[src/rtl/core/ddt_pkg.sv]
// Shared constants and types for the dataflow depth tracker.
package ddt_pkg;

	localparam int NUM_REGS   = 32;
	localparam int MAX_INSTS  = 65536;
	localparam int DEPTH_BITS = 24;

	localparam int REG_BITS = 5;
	localparam int IDX_BITS = 16;
	localparam int LAT_BITS = 8;
	localparam int WR_BITS  = IDX_BITS + 1;

	localparam int IN_FIELD_BITS  = 3 * REG_BITS + LAT_BITS;
	localparam int IN_DATA_W      = ((IN_FIELD_BITS + 7) / 8) * 8;
	localparam int OUT_FIELD_BITS = IDX_BITS + 2 * DEPTH_BITS + 2 * WR_BITS;
	localparam int OUT_DATA_W     = ((OUT_FIELD_BITS + 7) / 8) * 8;

	localparam logic [IDX_BITS-1:0]   LAST_INDEX = IDX_BITS'(MAX_INSTS - 1);
	localparam logic [WR_BITS-1:0]    NO_WRITER  = '1;
	localparam logic [DEPTH_BITS-1:0] DEPTH_MAX  = '1;

	typedef struct packed {
		logic [IDX_BITS-1:0]   index;
		logic [DEPTH_BITS-1:0] finish;
	} entry_t;

	typedef struct packed {
		logic                en;
		logic [REG_BITS-1:0] addr;
		entry_t              data;
	} wr_t;

	typedef struct packed {
		logic [DEPTH_BITS-1:0] program_depth;
		logic [WR_BITS-1:0]    src2_writer;
		logic [WR_BITS-1:0]    src1_writer;
		logic [DEPTH_BITS-1:0] inst_depth;
		logic [IDX_BITS-1:0]   inst_index;
	} result_t;

endpackage

[src/rtl/core/ddt_table.sv]
// Per-register writer table: two registered read ports, one write port, write forwarding.
module ddt_table import ddt_pkg::*; (
	input  logic                clk,
	input  logic                rd_en,
	input  logic [REG_BITS-1:0] rd_addr1,
	input  logic [REG_BITS-1:0] rd_addr2,
	input  wr_t                 wr,
	output entry_t              rd_data1,
	output entry_t              rd_data2
);

	entry_t mem [NUM_REGS];
	entry_t rd_data1_q;
	entry_t rd_data2_q;

	always_ff @(posedge clk) begin
		if (wr.en) begin
			mem[wr.addr] <= wr.data;
		end
	end

	always_ff @(posedge clk) begin
		if (rd_en) begin
			if (wr.en && wr.addr == rd_addr1) begin
				rd_data1_q <= wr.data;
			end else begin
				rd_data1_q <= mem[rd_addr1];
			end
			if (wr.en && wr.addr == rd_addr2) begin
				rd_data2_q <= wr.data;
			end else begin
				rd_data2_q <= mem[rd_addr2];
			end
		end
	end

	assign rd_data1 = rd_data1_q;
	assign rd_data2 = rd_data2_q;

endmodule

[src/rtl/core/ddt_eval.sv]
// Depth evaluation: valid bits, index counter, program depth and result forming.
module ddt_eval import ddt_pkg::*; (
	input  logic                clk,
	input  logic                arst_n,
	input  logic                commit,
	input  logic                start_req,
	input  logic [REG_BITS-1:0] dst_reg,
	input  logic [REG_BITS-1:0] src1_reg,
	input  logic [REG_BITS-1:0] src2_reg,
	input  logic [LAT_BITS-1:0] latency,
	input  entry_t              rd_data1,
	input  entry_t              rd_data2,
	output wr_t                 wr,
	output result_t             res
);

	logic [NUM_REGS-1:0]   valid_q;
	logic [IDX_BITS-1:0]   next_index_q;
	logic [DEPTH_BITS-1:0] max_finish_q;

	logic [NUM_REGS-1:0]   valid_cur;
	logic                  hit1;
	logic                  hit2;
	logic [DEPTH_BITS-1:0] fin1;
	logic [DEPTH_BITS-1:0] fin2;
	logic [DEPTH_BITS-1:0] depth;
	logic [DEPTH_BITS:0]   sum;
	logic [DEPTH_BITS-1:0] finish;
	logic [IDX_BITS-1:0]   idx;
	logic [DEPTH_BITS-1:0] max_base;
	logic [DEPTH_BITS-1:0] pmax;

	always_comb begin
		valid_cur = start_req ? '0 : valid_q;
		hit1      = valid_cur[src1_reg];
		hit2      = valid_cur[src2_reg];
		fin1      = hit1 ? rd_data1.finish : '0;
		fin2      = hit2 ? rd_data2.finish : '0;
		depth     = (fin1 > fin2) ? fin1 : fin2;
		sum       = {1'b0, depth} + (DEPTH_BITS + 1)'(latency);
		finish    = sum[DEPTH_BITS] ? DEPTH_MAX : sum[DEPTH_BITS-1:0];
		idx       = start_req ? '0 : next_index_q;
		max_base  = start_req ? '0 : max_finish_q;
		pmax      = (finish > max_base) ? finish : max_base;

		wr.en          = commit;
		wr.addr        = dst_reg;
		wr.data.index  = idx;
		wr.data.finish = finish;

		res.inst_index    = idx;
		res.inst_depth    = depth;
		res.src1_writer   = hit1 ? {1'b0, rd_data1.index} : NO_WRITER;
		res.src2_writer   = hit2 ? {1'b0, rd_data2.index} : NO_WRITER;
		res.program_depth = pmax;
	end

	always_ff @(posedge clk or negedge arst_n) begin
		if (!arst_n) begin
			valid_q      <= '0;
			next_index_q <= '0;
			max_finish_q <= '0;
		end else if (commit) begin
			valid_q      <= valid_cur | (NUM_REGS'(1) << dst_reg);
			next_index_q <= (idx == LAST_INDEX) ? '0 : idx + 1'b1;
			max_finish_q <= pmax;
		end
	end

	a_start_index: assert property (@(posedge clk) disable iff (!arst_n)
		commit && start_req |=> next_index_q == IDX_BITS'(1))
		else $error("index not restarted by start");

	a_max_grows: assert property (@(posedge clk) disable iff (!arst_n)
		commit && !start_req |=> max_finish_q >= $past(max_finish_q))
		else $error("program depth decreased within a program");

	a_dst_valid: assert property (@(posedge clk) disable iff (!arst_n)
		commit |=> valid_q[$past(dst_reg)])
		else $error("destination not marked written");

	a_depth_order: assert property (@(posedge clk) disable iff (!arst_n)
		commit |-> res.program_depth >= res.inst_depth)
		else $error("program depth below instruction depth");

endmodule

[src/rtl/core/dataflow_depth_tracker.sv]
// Dataflow depth tracker top level: input stage, table, evaluation and output register.
// Throughput: one instruction per cycle unless the output stalls.
// The table read is registered with write forwarding; m_axis_tvalid is the output register.
// Stalls on the output hold the input stage, which then deasserts s_axis_tready.
// Reset (arst_n low) clears valid bits, index counter, program depth and handshake state;
// the table contents are masked by valid bits, so no clearing pass follows reset.
module dataflow_depth_tracker import ddt_pkg::*; (
	input  logic                  clk,
	input  logic                  arst_n,
	input  logic                  s_axis_tvalid,
	output logic                  s_axis_tready,
	// dst_reg, src1_reg, src2_reg, latency, zero pad
	input  logic [IN_DATA_W-1:0]  s_axis_tdata,
	// start_req
	input  logic                  s_axis_tuser,
	output logic                  m_axis_tvalid,
	input  logic                  m_axis_tready,
	// inst_index, inst_depth, src1_writer, src2_writer, program_depth, zero pad
	output logic [OUT_DATA_W-1:0] m_axis_tdata
);

	logic                valid_s1;
	logic                start_s1;
	logic [REG_BITS-1:0] dst_s1;
	logic [REG_BITS-1:0] src1_s1;
	logic [REG_BITS-1:0] src2_s1;
	logic [LAT_BITS-1:0] lat_s1;

	logic    out_valid_q;
	result_t out_res_q;

	logic    advance;
	logic    accept;
	entry_t  rd_data1;
	entry_t  rd_data2;
	wr_t     wr;
	result_t res;

	assign advance       = valid_s1 && (!out_valid_q || m_axis_tready);
	assign s_axis_tready = !valid_s1 || advance;
	assign accept        = s_axis_tvalid && s_axis_tready;

	always_ff @(posedge clk or negedge arst_n) begin
		if (!arst_n) begin
			valid_s1 <= 1'b0;
		end else if (s_axis_tready) begin
			valid_s1 <= s_axis_tvalid;
		end
	end

	always_ff @(posedge clk) begin
		if (accept) begin
			start_s1 <= s_axis_tuser;
			dst_s1   <= s_axis_tdata[REG_BITS-1:0];
			src1_s1  <= s_axis_tdata[2*REG_BITS-1:REG_BITS];
			src2_s1  <= s_axis_tdata[3*REG_BITS-1:2*REG_BITS];
			lat_s1   <= s_axis_tdata[IN_FIELD_BITS-1:3*REG_BITS];
		end
	end

	ddt_table u_table (
		.clk      (clk),
		.rd_en    (accept),
		.rd_addr1 (s_axis_tdata[2*REG_BITS-1:REG_BITS]),
		.rd_addr2 (s_axis_tdata[3*REG_BITS-1:2*REG_BITS]),
		.wr       (wr),
		.rd_data1 (rd_data1),
		.rd_data2 (rd_data2)
	);

	ddt_eval u_eval (
		.clk       (clk),
		.arst_n    (arst_n),
		.commit    (advance),
		.start_req (start_s1),
		.dst_reg   (dst_s1),
		.src1_reg  (src1_s1),
		.src2_reg  (src2_s1),
		.latency   (lat_s1),
		.rd_data1  (rd_data1),
		.rd_data2  (rd_data2),
		.wr        (wr),
		.res       (res)
	);

	always_ff @(posedge clk or negedge arst_n) begin
		if (!arst_n) begin
			out_valid_q <= 1'b0;
		end else if (advance) begin
			out_valid_q <= 1'b1;
		end else if (m_axis_tready) begin
			out_valid_q <= 1'b0;
		end
	end

	always_ff @(posedge clk) begin
		if (advance) begin
			out_res_q <= res;
		end
	end

	assign m_axis_tvalid = out_valid_q;
	assign m_axis_tdata  = OUT_DATA_W'(out_res_q);

endmodule

[config.mk]
export PLATFORM = sky130hd
export DESIGN_NAME = dataflow_depth_tracker
export DESIGN_NICKNAME = d
export VERILOG_FILES = /design/src/rtl/core/ddt_pkg.sv /design/src/rtl/core/ddt_table.sv /design/src/rtl/core/ddt_eval.sv /design/src/rtl/core/dataflow_depth_tracker.sv
export SDC_FILE = /design/constraint.sdc
export NUM_CORES = 2
export LEC_CHECK = 0
export ABC_CLOCK_PERIOD_IN_PS = 29700
export BUFFER_PORTS_ARGS = -buffer_cell sky130_fd_sc_hd__buf_2
export CORE_MARGIN = 10
export CORE_UTILIZATION = 60
export CTS_CLUSTER_DIAMETER = 40
export CTS_CLUSTER_SIZE = 12
export DETAILED_ROUTE_END_ITERATION = 16
export PLACE_DENSITY = 0.77
export SKIP_CTS_REPAIR_TIMING = 1
export SYNTH_ARGS = -nofsm -noshare
export SYNTH_HDL_FRONTEND = slang
export SYNTH_SLANG_ARGS = --single-unit
[constraint.sdc]
create_clock -name clk -period 29.7 [get_ports clk]
set_input_delay 1.485 -clock clk [delete_from_list [all_inputs] [get_ports clk]]
set_output_delay 1.485 -clock clk [all_outputs]
set_load 0.02 [all_outputs]
==> Word level (Yosys, flattened, before mapping) <==
Memory sizes are Yosys's and may differ from the RTL's. A register that Yosys moved wholly into a read port is not among the register bits.
Index checks and enable logic that the tools add are counted.
{ "totals": {"out_inout_bits": 106, "input_bits": 29, "mem_bits_rw": 1280, "mem_count": 1, "wordCells": 53, "ff_bits": 196} }
{ "op_classes": {"bitwise": 1, "n_eq_ne": 1, "n_reduce_logical": 7, "order_cmp": 4, "n_addsub": 2, "muxes": 19, "shifts": 1} }
{ "memory_table": {"columns": ["memory", "words", "width", "read_ports", "rd_clocked_by_memory_dff", "write_ports", "line_no", "source"], "rows": [
  ["u_table.mem", 32, 40, 2, 2, 1, "ddt_table.sv:12", "entry_t mem [NUM_REGS];"]
]} }
{ "ops": {"columns": ["cell", "n"], "rows": [
  ["two-way mux 24 bit", 6],
  ["greater-than comparator 24 bit", 2],
  ["two-way mux 17 bit", 2],
  ["two-way mux 16 bit", 2],
  ["two-way mux 32 bit", 1],
  ["OR 32 bit", 1],
  ["left shift 1 x 5 -> 32 bit (first input constant)", 1],
  ["adder 24 x 8 -> 25 bit", 1],
  ["adder 16 x 1 -> 16 bit (second input constant)", 1],
  ["equality test 16 bit (second input constant)", 1],
  ["less-than comparator 5 x 6 -> 1 bit (second input constant)", 2],
  ["binary-select mux 1 bit (select 5 bit)", 2],
  ["two-way mux 1 bit", 6],
  ["logical AND 1 bit", 2],
  ["logical NOT 1 bit", 2],
  ["logical OR 1 bit", 2],
  ["nonzero test 2 bit", 1]
]} }

==> Depth between registers and ports, before layout <==
{ "depth": {"word_depth": 10, "ltp_mapped": 49} }

==> By module <==
From an unflattened synthesis, not the netlist that was laid out.
{ "unflattened": {"cells_unflattened": 5143, "area_unflattened_um2": 75286.0} }
{ "modules_own_cells": {"columns": ["mod", "instances", "seq_area_each_um2", "area_per_inst_um2", "cells_each"], "rows": [
  ["ddt_table", 1, 40839.2, 64050.2, 4097],
  ["ddt_eval", 1, 1801.7, 7419.6, 909],
  ["dataflow_depth_tracker", 1, 3713.6, 3816.2, 137]
]} }

==> Worst setup path after synthesis <==
No wires, ideal clock.
{ "synth_path": {"path_type": "flip-flop to flip-flop", "from": "register start_s1", "to": "register out_res_q, in the netlist m_axis_tdata[89] (data pin)", "required_time_ns": 29.428, "t_arrival_ns": 9.740, "path_stages_with_launch": 45, "setup_time_ns": 0.272, "period_less_slack_ns": 10.012, "setup_slack_ns": 19.688, "path_cell_list": "edfxtp_1 > buf_2 > nand2b_1 > buf_2 > o221ai_1 > nand4_1 > mux2i_4 > buf_6 > clkbuf_1 > clkbuf_1 > buf_1 > nand2_1 > ha_1 > nand4_1 > nor4_1 > nand2_1 > o21ai_1 > clkbuf_1 > (+9 left out) > nor2b_1 > o21ai_0 > a21boi_0 > o21ai_0 > a21oi_1 > nand2_1 > o21ai_1 > ha_1 > o21ai_0 > o21bai_1 > a21oi_1 > o221ai_1 > nor2_1 > o41a_1 > nor2_1 > clkbuf_1 > clkbuf_1 > mux2i_1"} }
{ "synth_lines": {"columns": ["item", "line_no", "source"], "rows": [
  ["start: declaration", "dataflow_depth_tracker.sv:23", "logic start_s1;"],
  ["start signal: assignment", "dataflow_depth_tracker.sv:53", "start_s1 <= s_axis_tuser;"],
  ["end signal: assignment", "dataflow_depth_tracker.sv:98", "out_res_q <= res;"],
  ["end: declaration", "dataflow_depth_tracker.sv:30", "result_t out_res_q;"]
]} }

==> impl_metrics.yaml <==
yosys:
  yosys_warnings: 0
  synth_top_area_frac: 0.616
  ys_ff_latch: 1556
  yosysMostFrequentCell: "edfxtp_1"
  avgSynthCellArea_um2: 19.6
  ys_top_cells_by_count: "edfxtp_1, mux4_2, clkbuf_1"
  synth_flop_cell: "edfxtp_1"
  syn_inst: 3687
  synth_top_cell_by_area: "edfxtp_1"
  ys_seq_area_frac: 0.642
  async_flop_share: 0.0476
  netlist_area_um2: 72200
  ys_top_cells_by_area: "edfxtp_1, mux4_2, dfrtp_1"
  synth.distinct_cells: 66
  synth-edff-count: 1482
cells_and_area:
  area_delta_synth_final_pct: 12.1
  fin_cells: 5567
  utilization: 0.676
  layout-drive-gt1-share: 0.345
  nets: 3906
grt:
  grt_overflow: 0
  grt_pass1_wl_um: 294000
  antenna_found_initial: 7
  grt_use_total: 0.301
  grt_pass1_vias: 41500
  grt_max_degree: 134
min_path:
  holdCritPathClass: "reg2reg"
  min_from: "u_eval.max_finish_q[0]"
  whs_endpoint: "u_eval.max_finish_q[0]"
  whs_path_depth: 2
power_and_ir_drop:
  p_seq_frac: 0.470
  p_sw_frac: 0.251
  ir_worst_vdd_mv: 0.0499
  p_switching_mw: 1.39
  cellLeakagePower_nw: 25.8
  clkPwrFrac: 0.405
  power_mw: 5.55
  power_density_nw_per_um2: 68.6
  internal_power_mw: 4.16
  p_comb_frac: 0.125
worst_setup_path:
  crit_path_start_kind: "flop"
  path_buf_inv: 6
  cp_slowest_cell: "edfxtp_1"
  arrival_ns: 12.82
  r2r_end: "u_eval.max_finish_q[16]"
  r2r-start: "src2_s1[0]"
  crit_fanout: 61
  path_class: "reg2reg"
  rrSetupSlack_ns: 17.56
  cp-end-kind: "flop"
  crit_family: "simple AND/OR/NAND/NOR gates"
  slowest_delay_ns: 0.97
  reg2reg_depth: 36
  cp.required_ns: 30.38
  crit_top_cell: "buf_4"
clock_tree:
  clockBufferDepth: 3
  cts_root_buf: "clkbuf_16"
  h-tree-depth: 4
  cts_buffers: 178
  cts_tree: "built"
  cts.sinks: 1556
  cts.clk_slew.worst_paths_ns: 0.06
  insertion_delay_ns: 0.80
sta:
  setup_viol: 0
  max_freq_mhz: 82.4
  worst_pin_slew_ns: 1.36
  fin_skew_ns: 0.0287
  timing.final.crit_period_ns: 12.14
  period_share: 0.409
  hold_ws_ns: 0.479
  max-slew-margin-rel: 0.0873
  hold_violations: 0
  final-max-slew-violation-count: 0
  rsz0062_at_grt: "false"
  final.setup.tns_ns: 0
routing:
  drc: 0
  avgViaCountPerCell: 7.38
  drt_iter0_markers: 6414
  wl_per_cell_um: 36.3
  antenna_left: 0
  dr.pass1.iters: 6
  wirelength_um: 202000
  num_vias: 41100
floorplanning:
  die_h_um: 367
  dieArea_um2: 135000
  ioPinCount: 135
  core_um2: 120000
  die_x_um: 367
  start_util: 0.603
  rows: 127
place:
  dp.cells: 5250
  io_buffers: 127
  gp_congestion: 0.873
  dp.final_hpwl_um: 108000
run:
  max_cap_violations: 0
status:
  status: "finished clean"
-- stage by stage --
stage | instance area (um^2) | setup slack (ns)
after floorplan | 72300 | 19.69
after global placement | 74900 | 18.05
after detailed placement | 74900 | 17.87
after CTS | 80900 | 17.82
after global routing | 81000 | 16.96
final | 81000 | 17.56
-- layout make-up --
class                   count  area, um^2
clock inverters            87        1180
well taps                1612        2020
repair buffers            219        1450
clock buffers             228        4850
fillers                  7364       38800
inverters                  61         234
diodes                      1        2.50
multi-input cells        1803       24900
flip-flops and latches   1556       46400
-- routing by layer --
metal	wire [um]	track usage	share of wire	up-vias
li1	-	-	-	15900
met1	71000	0.416	0.35	21400
met2	95400	0.459	0.47	3320
met3	28000	0.0845	0.14	489
met4	7690	0.114	0.038	8
met5	57	0	0.00028	-
-- power groups by stage --
stage	logic [mW]	clock network (mW)	registers, mW
CTS	0.684	2.26	2.61
global route	0.742	2.35	2.62
finish	0.694	2.25	2.61
floorplan	0.427	0	2.66
global placement	0.667	0	2.65
detailed placement	0.680	0	2.65
-- cell usage in the layout, fill, tap and decap left out, drive strengths merged, types with 5 or more instances in the layout --
cell and n:
nand3 49, nand2b 68, nand4 25, xnor2 25
mux2 6, nand2 133, and3 11, a22o 8
nor2b 75, a211oi 51, dfrtp 74, mux4 800
o21ai 124, clkbuf 228, clkinvlp 10, bufinv 23
ha 57, mux2i 87, a21oi 65, xor2 10
or2 5, nor3 7, clkinv 38, a21o 40
o221ai 17, buf 219, inv 77, conb 6
edfxtp 1482, nor2 88
-- worst max-delay path by stage --
| stage | start | to | slack [ns] | cells past startpoint |
|---|---|---|---|---|
| 2_1_floorplan | start_s1 | m_axis_tdata[89] | 19.69 | 44 |
| 3_3_place_gp | src2_s1[0] | u_eval.max_finish_q[16] | 18.05 | 36 |
| 3_5_place_dp | start_s1 | u_eval.max_finish_q[15] | 17.87 | 37 |
| 4_1_cts | src2_s1[0] | u_eval.max_finish_q[15] | 17.82 | 36 |
| 5_1_grt | src2_s1[0] | u_eval.max_finish_q[16] | 16.96 | 36 |
| 6_report | src2_s1[0] | u_eval.max_finish_q[16] | 17.56 | 36 |
-- sequential cells by signal (all words and copies together), names as in the netlist --
register             count
valid_s1                 1
u_table.rd_data2        40
u_table.rd_data1        40
m_axis_tdata            98
u_table.mem           1280
src2_s1                  5
src1_s1                  5
u_eval.next_index_q     16
dst_s1                   5
start_s1                 1
m_axis_tvalid            1
u_eval.valid_q          32
lat_s1                   8
u_eval.max_finish_q     24
-- logic make-up (layout without fill, tap and decap cells) --
logic type               count (synthesis)  in the layout  share of synthesized area
flip-flops                            1556           1556                      0.642
AND/OR/NAND/NOR                        479            479                     0.0334
XOR/XNOR                                35             35                    0.00424
adder cells (fa/ha/maj)                 58             58                     0.0102
AO/OA/AOI/OAI                          332            332                     0.0291
multiplexers                           893            893                      0.263
other                                    1              7                  0.0000519
buffers and inverters                  333            595                     0.0186
-- worst register-to-register path: cells and delay by family (launching register included) --
| family | cells | cell delay [ns] |
|---|---|---|
| compound gates | 10 | 2.53 |
| fa+ha+maj | 3 | 0.98 |
| buf+inv | 6 | 2.93 |
| flops | 1 | 0.97 |
| mux | 2 | 0.37 |
| simple gates | 15 | 4.25 |
Note: power is estimated with default switching activity, not from simulation.
